**src/wisp_pkg.sv**
```systemverilog
`default_nettype none
package wisp_pkg;

  // One input word: a blob byte and its end marker.
  typedef struct packed {
    logic [7:0] ie_byte;
    logic       blob_end;
  } item_t;

  // One result word: the security summary of a finished blob.
  typedef struct packed {
    logic [1:0] auth_mode;
    logic       rsn_found;
    logic       sae_found;
    logic       wpa_found;
  } result_t;

  // Parser position within the current element.
  typedef enum logic [1:0] {
    PH_TAG  = 2'd0,
    PH_LEN  = 2'd1,
    PH_BODY = 2'd2
  } phase_t;

  // Authentication codes reported on the result port.
  typedef enum logic [1:0] {
    AUTH_OPEN = 2'd0,
    AUTH_WPA2 = 2'd1,
    AUTH_WPA3 = 2'd2
  } auth_t;

  // Element tags and matched byte patterns.
  localparam logic [7:0]  TAG_RSN    = 8'h30;
  localparam logic [7:0]  TAG_VENDOR = 8'hDD;
  localparam logic [31:0] SUITE_SAE  = {8'h00, 8'h0F, 8'hAC, 8'h08};
  localparam logic [31:0] VENDOR_WPA = {8'h00, 8'h50, 8'hF2, 8'h01};

  // Flag bits kept per element and per blob.
  localparam logic [2:0] FLAG_RSN = 3'b001;
  localparam logic [2:0] FLAG_SAE = 3'b010;
  localparam logic [2:0] FLAG_WPA = 3'b100;

endpackage
`default_nettype wire

```
**src/wifi_ie_security_parser_core.sv**
```systemverilog
`default_nettype none
// Streaming 802.11 information-element security parser. Each input word carries one byte of
// an element blob and a flag that marks the blob's final byte; one word is accepted every
// cycle while the result side keeps up. A byte is captured in an input register and parsed
// from there against the tag/length/body state, and on the final byte the RSN, SAE and WPA
// flags and the auth code are loaded into the result register behind the input register.
// Only elements whose body ends inside the blob contribute flags. The parser state returns
// to its reset values after each final byte.
// A final byte waits in the input register only while an earlier result is still untaken.
module wifi_ie_security_parser_core (
  input  wire                     clk,
  input  wire                     rst,
  input  wire                     item_valid,
  output logic                    item_ready,
  input  wire wisp_pkg::item_t    item,
  output logic                    result_valid,
  input  wire                     result_ready,
  output wisp_pkg::result_t       result
);

  // Input register.
  logic            s1_valid;
  wisp_pkg::item_t s1_item;
  logic            advance;

  // Parser state.
  wisp_pkg::phase_t phase, phase_next;
  logic [7:0]       cur_tag, cur_tag_next;
  logic [7:0]       cur_len, cur_len_next;
  logic [7:0]       body_off, body_off_next;
  logic [15:0]      pw_count, pw_count_next;
  logic [15:0]      akm_count, akm_count_next;
  logic [23:0]      recent, recent_next;
  logic [2:0]       elem_flags, elem_flags_next;
  logic [2:0]       comm_flags, comm_flags_next;

  // Parse helpers.
  logic [7:0]        b;
  logic [31:0]       word;
  logic [18:0]       off_ext;
  logic [18:0]       akm_at;
  logic [18:0]       diff;
  logic [2:0]        flags_tmp;
  wisp_pkg::result_t result_next;

  // The input word moves on unless it is a final byte and the result register is full and not being taken.
  assign advance    = s1_valid && (!s1_item.blob_end || !result_valid || result_ready);
  assign item_ready = !s1_valid || advance;

  always_ff @(posedge clk) begin
    if (rst) begin
      s1_valid <= 1'b0;
    end else if (item_ready) begin
      s1_valid <= item_valid;
    end
    if (item_ready && item_valid) begin
      s1_item <= item;
    end
  end

  // Next parser state for the word in the input register.
  assign b       = s1_item.ie_byte;
  assign word    = {recent, b};
  assign off_ext = {11'd0, body_off};
  assign akm_at  = 19'd6 + {1'b0, pw_count, 2'b00};
  assign diff    = off_ext - akm_at - 19'd2;

  always_comb begin
    phase_next      = phase;
    cur_tag_next    = cur_tag;
    cur_len_next    = cur_len;
    body_off_next   = body_off;
    pw_count_next   = pw_count;
    akm_count_next  = akm_count;
    recent_next     = recent;
    elem_flags_next = elem_flags;
    comm_flags_next = comm_flags;
    flags_tmp       = elem_flags;
    unique case (phase)
      wisp_pkg::PH_LEN: begin
        cur_len_next    = b;
        body_off_next   = 8'd0;
        pw_count_next   = 16'd0;
        akm_count_next  = 16'd0;
        recent_next     = 24'd0;
        elem_flags_next = (cur_tag == wisp_pkg::TAG_RSN && b >= 8'd2) ?
                          wisp_pkg::FLAG_RSN : 3'b000;
        if (b == 8'd0) begin
          // An empty element completes at once and marks nothing.
          elem_flags_next = 3'b000;
          phase_next      = wisp_pkg::PH_TAG;
        end else begin
          phase_next = wisp_pkg::PH_BODY;
        end
      end
      wisp_pkg::PH_BODY: begin
        if (cur_tag == wisp_pkg::TAG_RSN) begin
          if (body_off == 8'd4) begin
            pw_count_next = {pw_count[15:8], b};
          end else if (body_off == 8'd5) begin
            pw_count_next = {b, pw_count[7:0]};
          end else if (body_off >= 8'd6) begin
            if (off_ext == akm_at) begin
              akm_count_next = {akm_count[15:8], b};
            end else if (off_ext == akm_at + 19'd1) begin
              akm_count_next = {b, akm_count[7:0]};
            end else if (off_ext >= akm_at + 19'd5 && diff[1:0] == 2'b11) begin
              // Last byte of an AKM suite: compare it if it is within the count.
              if ({1'b0, diff[18:2]} < {2'b00, akm_count} && word == wisp_pkg::SUITE_SAE) begin
                flags_tmp = flags_tmp | wisp_pkg::FLAG_SAE;
              end
            end
          end
        end else if (cur_tag == wisp_pkg::TAG_VENDOR) begin
          if (body_off == 8'd3 && word == wisp_pkg::VENDOR_WPA) begin
            flags_tmp = flags_tmp | wisp_pkg::FLAG_WPA;
          end
        end
        recent_next = word[23:0];
        if ({1'b0, body_off} + 9'd1 >= {1'b0, cur_len}) begin
          // Body complete: the element's flags now count.
          comm_flags_next = comm_flags | flags_tmp;
          elem_flags_next = 3'b000;
          phase_next      = wisp_pkg::PH_TAG;
        end else begin
          elem_flags_next = flags_tmp;
          body_off_next   = body_off + 8'd1;
        end
      end
      default: begin
        // Expecting a tag byte.
        cur_tag_next = b;
        phase_next   = wisp_pkg::PH_LEN;
      end
    endcase

    // Summary of the blob as of this byte.
    result_next.rsn_found = comm_flags_next[0];
    result_next.sae_found = comm_flags_next[1];
    result_next.wpa_found = comm_flags_next[2];
    if (comm_flags_next[1]) begin
      result_next.auth_mode = wisp_pkg::AUTH_WPA3;
    end else if (comm_flags_next[0] || comm_flags_next[2]) begin
      result_next.auth_mode = wisp_pkg::AUTH_WPA2;
    end else begin
      result_next.auth_mode = wisp_pkg::AUTH_OPEN;
    end

    // The final byte returns the parser to its reset state.
    if (s1_item.blob_end) begin
      phase_next      = wisp_pkg::PH_TAG;
      cur_tag_next    = 8'd0;
      cur_len_next    = 8'd0;
      body_off_next   = 8'd0;
      pw_count_next   = 16'd0;
      akm_count_next  = 16'd0;
      recent_next     = 24'd0;
      elem_flags_next = 3'b000;
      comm_flags_next = 3'b000;
    end
  end

  // Parser state register.
  always_ff @(posedge clk) begin
    if (rst) begin
      phase      <= wisp_pkg::PH_TAG;
      cur_tag    <= 8'd0;
      cur_len    <= 8'd0;
      body_off   <= 8'd0;
      pw_count   <= 16'd0;
      akm_count  <= 16'd0;
      recent     <= 24'd0;
      elem_flags <= 3'b000;
      comm_flags <= 3'b000;
    end else if (advance) begin
      phase      <= phase_next;
      cur_tag    <= cur_tag_next;
      cur_len    <= cur_len_next;
      body_off   <= body_off_next;
      pw_count   <= pw_count_next;
      akm_count  <= akm_count_next;
      recent     <= recent_next;
      elem_flags <= elem_flags_next;
      comm_flags <= comm_flags_next;
    end
  end

  // Result register.
  always_ff @(posedge clk) begin
    if (rst) begin
      result_valid <= 1'b0;
    end else if (advance && s1_item.blob_end) begin
      result_valid <= 1'b1;
    end else if (result_ready) begin
      result_valid <= 1'b0;
    end
    if (advance && s1_item.blob_end) begin
      result <= result_next;
    end
  end

  // SAE is only ever found inside an RSN element and always reports WPA3.
  a_sae_implies_rsn: assert property (@(posedge clk) disable iff (rst)
    result_valid && result.sae_found |->
      result.rsn_found && result.auth_mode == wisp_pkg::AUTH_WPA3)
    else $error("SAE reported without RSN or WPA3");

  // An open result carries no security flags.
  a_open_no_flags: assert property (@(posedge clk) disable iff (rst)
    result_valid && result.auth_mode == wisp_pkg::AUTH_OPEN |->
      !result.rsn_found && !result.wpa_found && !result.sae_found)
    else $error("open auth with flags set");

  // A final byte leaves the parser in its reset state.
  a_end_clears: assert property (@(posedge clk) disable iff (rst)
    advance && s1_item.blob_end |=>
      phase == wisp_pkg::PH_TAG && comm_flags == 3'b000 && elem_flags == 3'b000)
    else $error("parser state not cleared after final byte");

  // A word held in the input register stays put until it moves on.
  a_s1_hold: assert property (@(posedge clk) disable iff (rst)
    s1_valid && !advance |=> s1_valid && $stable(s1_item))
    else $error("input register changed while stalled");

endmodule
`default_nettype wire

```
**config.mk**
```make
export PLATFORM = sky130hd
export DESIGN_NAME = wifi_ie_security_parser_core
export DESIGN_NICKNAME = d
export VERILOG_FILES = /design/src/wisp_pkg.sv /design/src/wifi_ie_security_parser_core.sv
export SDC_FILE = /design/constraint.sdc
export NUM_CORES = 1
export LEC_CHECK = 0
export BUFFER_PORTS_ARGS = -buffer_cell sky130_fd_sc_hd__buf_2
export CAP_MARGIN = 30
export CORE_MARGIN = 5
export CORE_UTILIZATION = 57
export CTS_CLUSTER_DIAMETER = 30
export CTS_CLUSTER_SIZE = 8
export DETAILED_ROUTE_END_ITERATION = 8
export PLACE_DENSITY = 0.82
export SLEW_MARGIN = 20
export SYNTH_ARGS = -nofsm -noshare
export SYNTH_HDL_FRONTEND = slang
export SYNTH_SLANG_ARGS = --single-unit
```
**constraint.sdc**
```tcl
create_clock -name clk -period 10.77 [get_ports clk]
set_input_delay 3.231 -clock clk [delete_from_list [all_inputs] [get_ports clk]]
set_output_delay 3.231 -clock clk [all_outputs]
set_load 0.02 [all_outputs]
```
Word level (Yosys, flattened, before mapping)
Index checks and enable logic that the tools add are counted.
W data, S select, Z words.
{ "totals": {"inputBits": 13, "wordCells": 132, "ff_bits": 104} }
{ "op_classes": {"bitwise": 1, "addsub": 7, "order_cmp": 5, "mux": 48, "n_reduce_logical": 28, "n_eq_ne": 24} }
{ "op_table": {"columns": ["op", "count"], "rows": [
  ["$mux W16", 11],
  ["$pmux W16 S2", 2],
  ["$mux W8", 6],
  ["$pmux W24 S2", 1],
  ["$eq A8 B19 Y1", 2],
  ["$ne A3 B3 Y1 const B", 11],
  ["$eq A32 B20 Y1 const B", 1],
  ["$eq A32 B23 Y1 const B", 1],
  ["$mux W3", 9],
  ["$mux W24", 1],
  ["$mux W2", 10],
  ["$add A19 B1 Y19 const B", 1],
  ["$add A19 B3 Y19 const B", 1],
  ["$add A3 B18 Y19 const A", 1],
  ["$ge A8 B19 Y1", 1],
  ["$sub A19 B2 Y19 const B", 1],
  ["$sub A8 B19 Y19", 1],
  ["$lt A17 B16 Y1", 1],
  ["$eq A8 B3 Y1 const B", 2],
  ["$pmux W8 S2", 1],
  ["$add A8 B1 Y9 const B", 1],
  ["$ge A9 B8 Y1", 1],
  ["$add A8 B1 Y8 const B", 1],
  ["$eq A8 B2 Y1 const B", 1],
  ["24 further kinds", 44]
]} }

Longest topological paths before layout
{ "depth": {"depth_word": 19, "mapped_depth": 26, "depth_no_buf": 25} }

Least setup slack after synthesis
OpenSTA, ideal clock, no wires.
{ "synth_timing": {"kind": "input-to-output", "from": "input result_ready", "to": "output item_ready", "cell_stages": 2, "slack_ns": 3.979, "required_time_ns": 7.539, "t_arrival_ns": 3.560, "path_cell_list": "inv_1 nand4_1"} }
{ "synth_between": {"elab_chain_cells": 3} }
{ "synth_lines": {"columns": ["element", "line_no", "text"], "rows": [
  ["from (decl)", "wifi_ie_security_parser_core.sv:17", "input wire result_ready,"],
  ["$logic_or A1 B1 Y1", "wifi_ie_security_parser_core.sv:47", "assign advance = s1_valid && (!s1_item.blob_end || !result_valid || result_ready);"],
  ["$logic_and A1 B1 Y1", "wifi_ie_security_parser_core.sv:47", null],
  ["$logic_or A1 B1 Y1", "wifi_ie_security_parser_core.sv:48", "assign item_ready = !s1_valid || advance;"],
  ["to (decl)", "wifi_ie_security_parser_core.sv:14", "output logic item_ready,"]
]} }
No other way between the ends.

Worst setup path in the final report
Same ends and word-level chain as after synthesis.

==> reports/qor.csv <==
metric,value,unit
run status,finished clean,
Worst Skew,0.00346,ns
DRC errors left,0,
Critical Path AT,3.78,ns
"Top FF cell, synth",dfxtp_1,
relative slew slack,38.2,%
Root Driver,clkbuf_16,
Die Span Y,123,um
Leak,2.90,nW
cell family contributing the most delay on the critical path,buffers and inverters,
clock sink total,104,
CTS tree,built,
largest net degree at the start of global routing,90,
Mapped Cells,902,
Final Core Density,61.9,%
DIE AREA,0.0152,mm2
Post-Syn Nets,976,
Worst Path Buf+Inv,3,
vias per cell,6.25,
Critical Path End Type,output port,
Core ar.,0.0126,mm2
GPL Wtd Cong,0.946,
setup violators final,0,
multi-input combinational cell area,0.00461,mm2
first-pass GRT wire length,30200,um
max-slew violations,0,
hold_buf cts,0,
Fmax,0.143,GHz
Synthesis Warnings,0,
slew of the pin with the lowest slew margin,0.927,ns
hpwl dp,13400,um
worst hold-check path type,reg -> reg,
Initial Util,58.0,%
asr flop ratio synth,0,%
clk_lat worst skew,0.35,ns
filler cell count,1143,
initial DRC count,646,
Yosys reg bits,104,
Antenna Cells,0,
worst vdd ir,103,uV
"most common cell after layout, fill and taps aside",dfxtp_1,
Die W,123,um
Crit Path Max Fanout,3,
"Seq/Total Area, Yosys",30.5,%
Layout Nets,961,
antenna violations before repair,0,
drt pass-1 iters,5,
top cell type's share of synthesized area,24.7,%
register area,0.00222,mm2
Fin Setup TNS,0,ns
port bufs,19,
synth unique cells,78,
Avg WL per Cell,17.4,um
H-Tree Depth,3,
layout cells sized above 1,7.29,%
Tcrit/Tclk final,65.1,%
synth top area cells,"dfxtp_1 25%, ha_1 10%, edfxtp_1 5.8%",
most frequent cells in the layout,"90 x dfxtp_1, 81 x nor2_1, 80 x a21oi_1, 64 x inv_1, 61 x ha_1",
I/O pin total,20,
CP Launch Type,input port,
Max-Cap Viols,0,
worst path cell trace,"buf_2, inv_1, nand4_1, buf_2",
vias in the first global route,5966,
RSZ-0062 raised after global routing,no,
Placement Rows,41,
deepest clock path buffer count,2,
Post-synth EDFFs,14,
"Reg clk slew, reported paths",0.07,ns
GRT Util Overall,25.0,%
Total Wirelength,18500,um
area grow syn2layout,6.69,%
critical path type,in -> out,
PwrDens,101,mW/mm2
TritonCTS buffer count,9,
Final min period,7.01,ns
Slowest Stage Delay on Critical Path,0.22,ns
Most common cell on crit path,buf_2,
DRT antenna net count,0,
grt ovf,0,
worst-path cell with the longest stage delay,buf_2,
post-cts gate resize count,0,
final hold violation count,0,
mapped cell area,0.00729,mm2
WP data required,7.54,ns
leading area contributor after synthesis,dfxtp_1,
syn avg cell area,8.08,um2
Post-CTS Setup Inserts,0,
Via Count,6651,
[power by group]
group / switching, W / internal [W] / leakage, nW
sequential: 0.00000948 / 0.000396 / 0.868
combinational: 0.0000192 / 0.00000808 / 1.86
clock: 0.000152 / 0.000204 / 0.164
[routing by layer]
layer,up-vias,part of all wire (%),global-route usage (%)
li1,3230,-,-
met1,3070,44,34.2
met2,307,46,39.5
met3,44,7.5,4.03
met4,0,2.8,9.90
met5,-,0,0
[flip-flops by register name, summed over array words and instances, names as in the netlist]
name	count
recent	24
akm_count	16
pw_count	16
b	8
body_off	8
cur_len	8
cur_tag	8
result	5
comm_flags	3
elem_flags	3
phase	2
result_valid	1
s1_item	1
s1_valid	1
[worst reg2reg max path: cells and delay by family (launching register included)]
| family | cells | cell delay (ns) |
|---|---|---|
| buffers and inverters | 1 | 0.21 |
| adder cells (fa/ha/maj) | 4 | 1.49 |
| AO/OA/AOI/OAI | 7 | 1.48 |
| flip-flops | 1 | 0.61 |
| XOR/XNOR | 2 | 0.38 |
| AND/OR/NAND/NOR | 9 | 2.38 |
[final cells by class]
type / instances / area share (%)
Clock buffer: 11 / 3.39
Multi-Input combinational cell: 677 / 59.2
Inverter: 69 / 3.33
Sequential cell: 104 / 28.6
Clock inverter: 5 / 0.836
Tap cell: 172 / 2.77
Timing Repair Buffer: 26 / 1.87
[cells in the mapped netlist (4+ instances only)]
library cell,count
a211oi_1,4
a21o_1,10
a21oi_1,80
a221oi_1,4
a22oi_1,31
a31oi_1,6
and2_1,5
and3_1,19
and4_1,7
buf_1,5
buf_2,7
clkbuf_1,40
dfxtp_1,90
edfxtp_1,14
ha_1,61
inv_1,64
inv_2,5
mux2i_1,12
nand2_1,60
nand2b_1,9
nand3_1,49
nand3b_1,5
nand4_1,15
nor2_1,82
nor2b_1,5
nor3_1,22
nor3b_1,10
nor4_1,10
nor4b_1,4
o2111ai_1,5
o21a_1,6
o21ai_0,16
o21ai_1,5
o31ai_1,4
or2_2,4
or3_1,7
xnor2_1,41
xor2_1,12
[through the flow]
stage / instance area (um2) / power (W) / std cells / setup WS [ns] / hold WS (ns)
final: 7780 / 0.000789 / 1064 / 3.76 / 0.453
after global routing: 7780 / 0.000816 / 1064 / 3.47 / 0.474
after CTS: 7770 / 0.000796 / 1062 / 3.76 / 0.454
after detailed placement: 7440 / 0.000441 / 1046 / 3.76 / 0.446
after global placement: 7440 / 0.000441 / 1046 / 3.80 / 0.438
after floorplan: 7290 / 0.000429 / 902 / 3.98 / 0.428
[final timing paths]
path                                           endpoint  slack, ns                     start  cells after the start
worst max-delay path                         item_ready       3.76              result_ready                      4
worst min-delay path            recent[17]$_SDFFE_PP0P_       0.45   recent[17]$_SDFFE_PP0P_                      2
worst max register to register  result[3]$_SDFFCE_PP0P_       3.98  pw_count[0]$_SDFFE_PP0P_                     23
worst min register to register  recent[17]$_SDFFE_PP0P_       0.45   recent[17]$_SDFFE_PP0P_                      2
[cell families (layout without fill, tap and decap cells)]
logic type                 after synthesis  in the layout  synth area share (%)
AOI/OAI and AO/OA                      212            212                  19.4
xor gates and xnor gates                55             55                  7.05
adders and majority gates               63             63                  10.7
buffers and inverters                  121            111                  6.35
DFF                                    104            104                  30.5
muxes                                   13             13                  1.80
and+or+nand+nor                        334            334                  24.1
No activity file was read; power rests on OpenSTA's default activity.
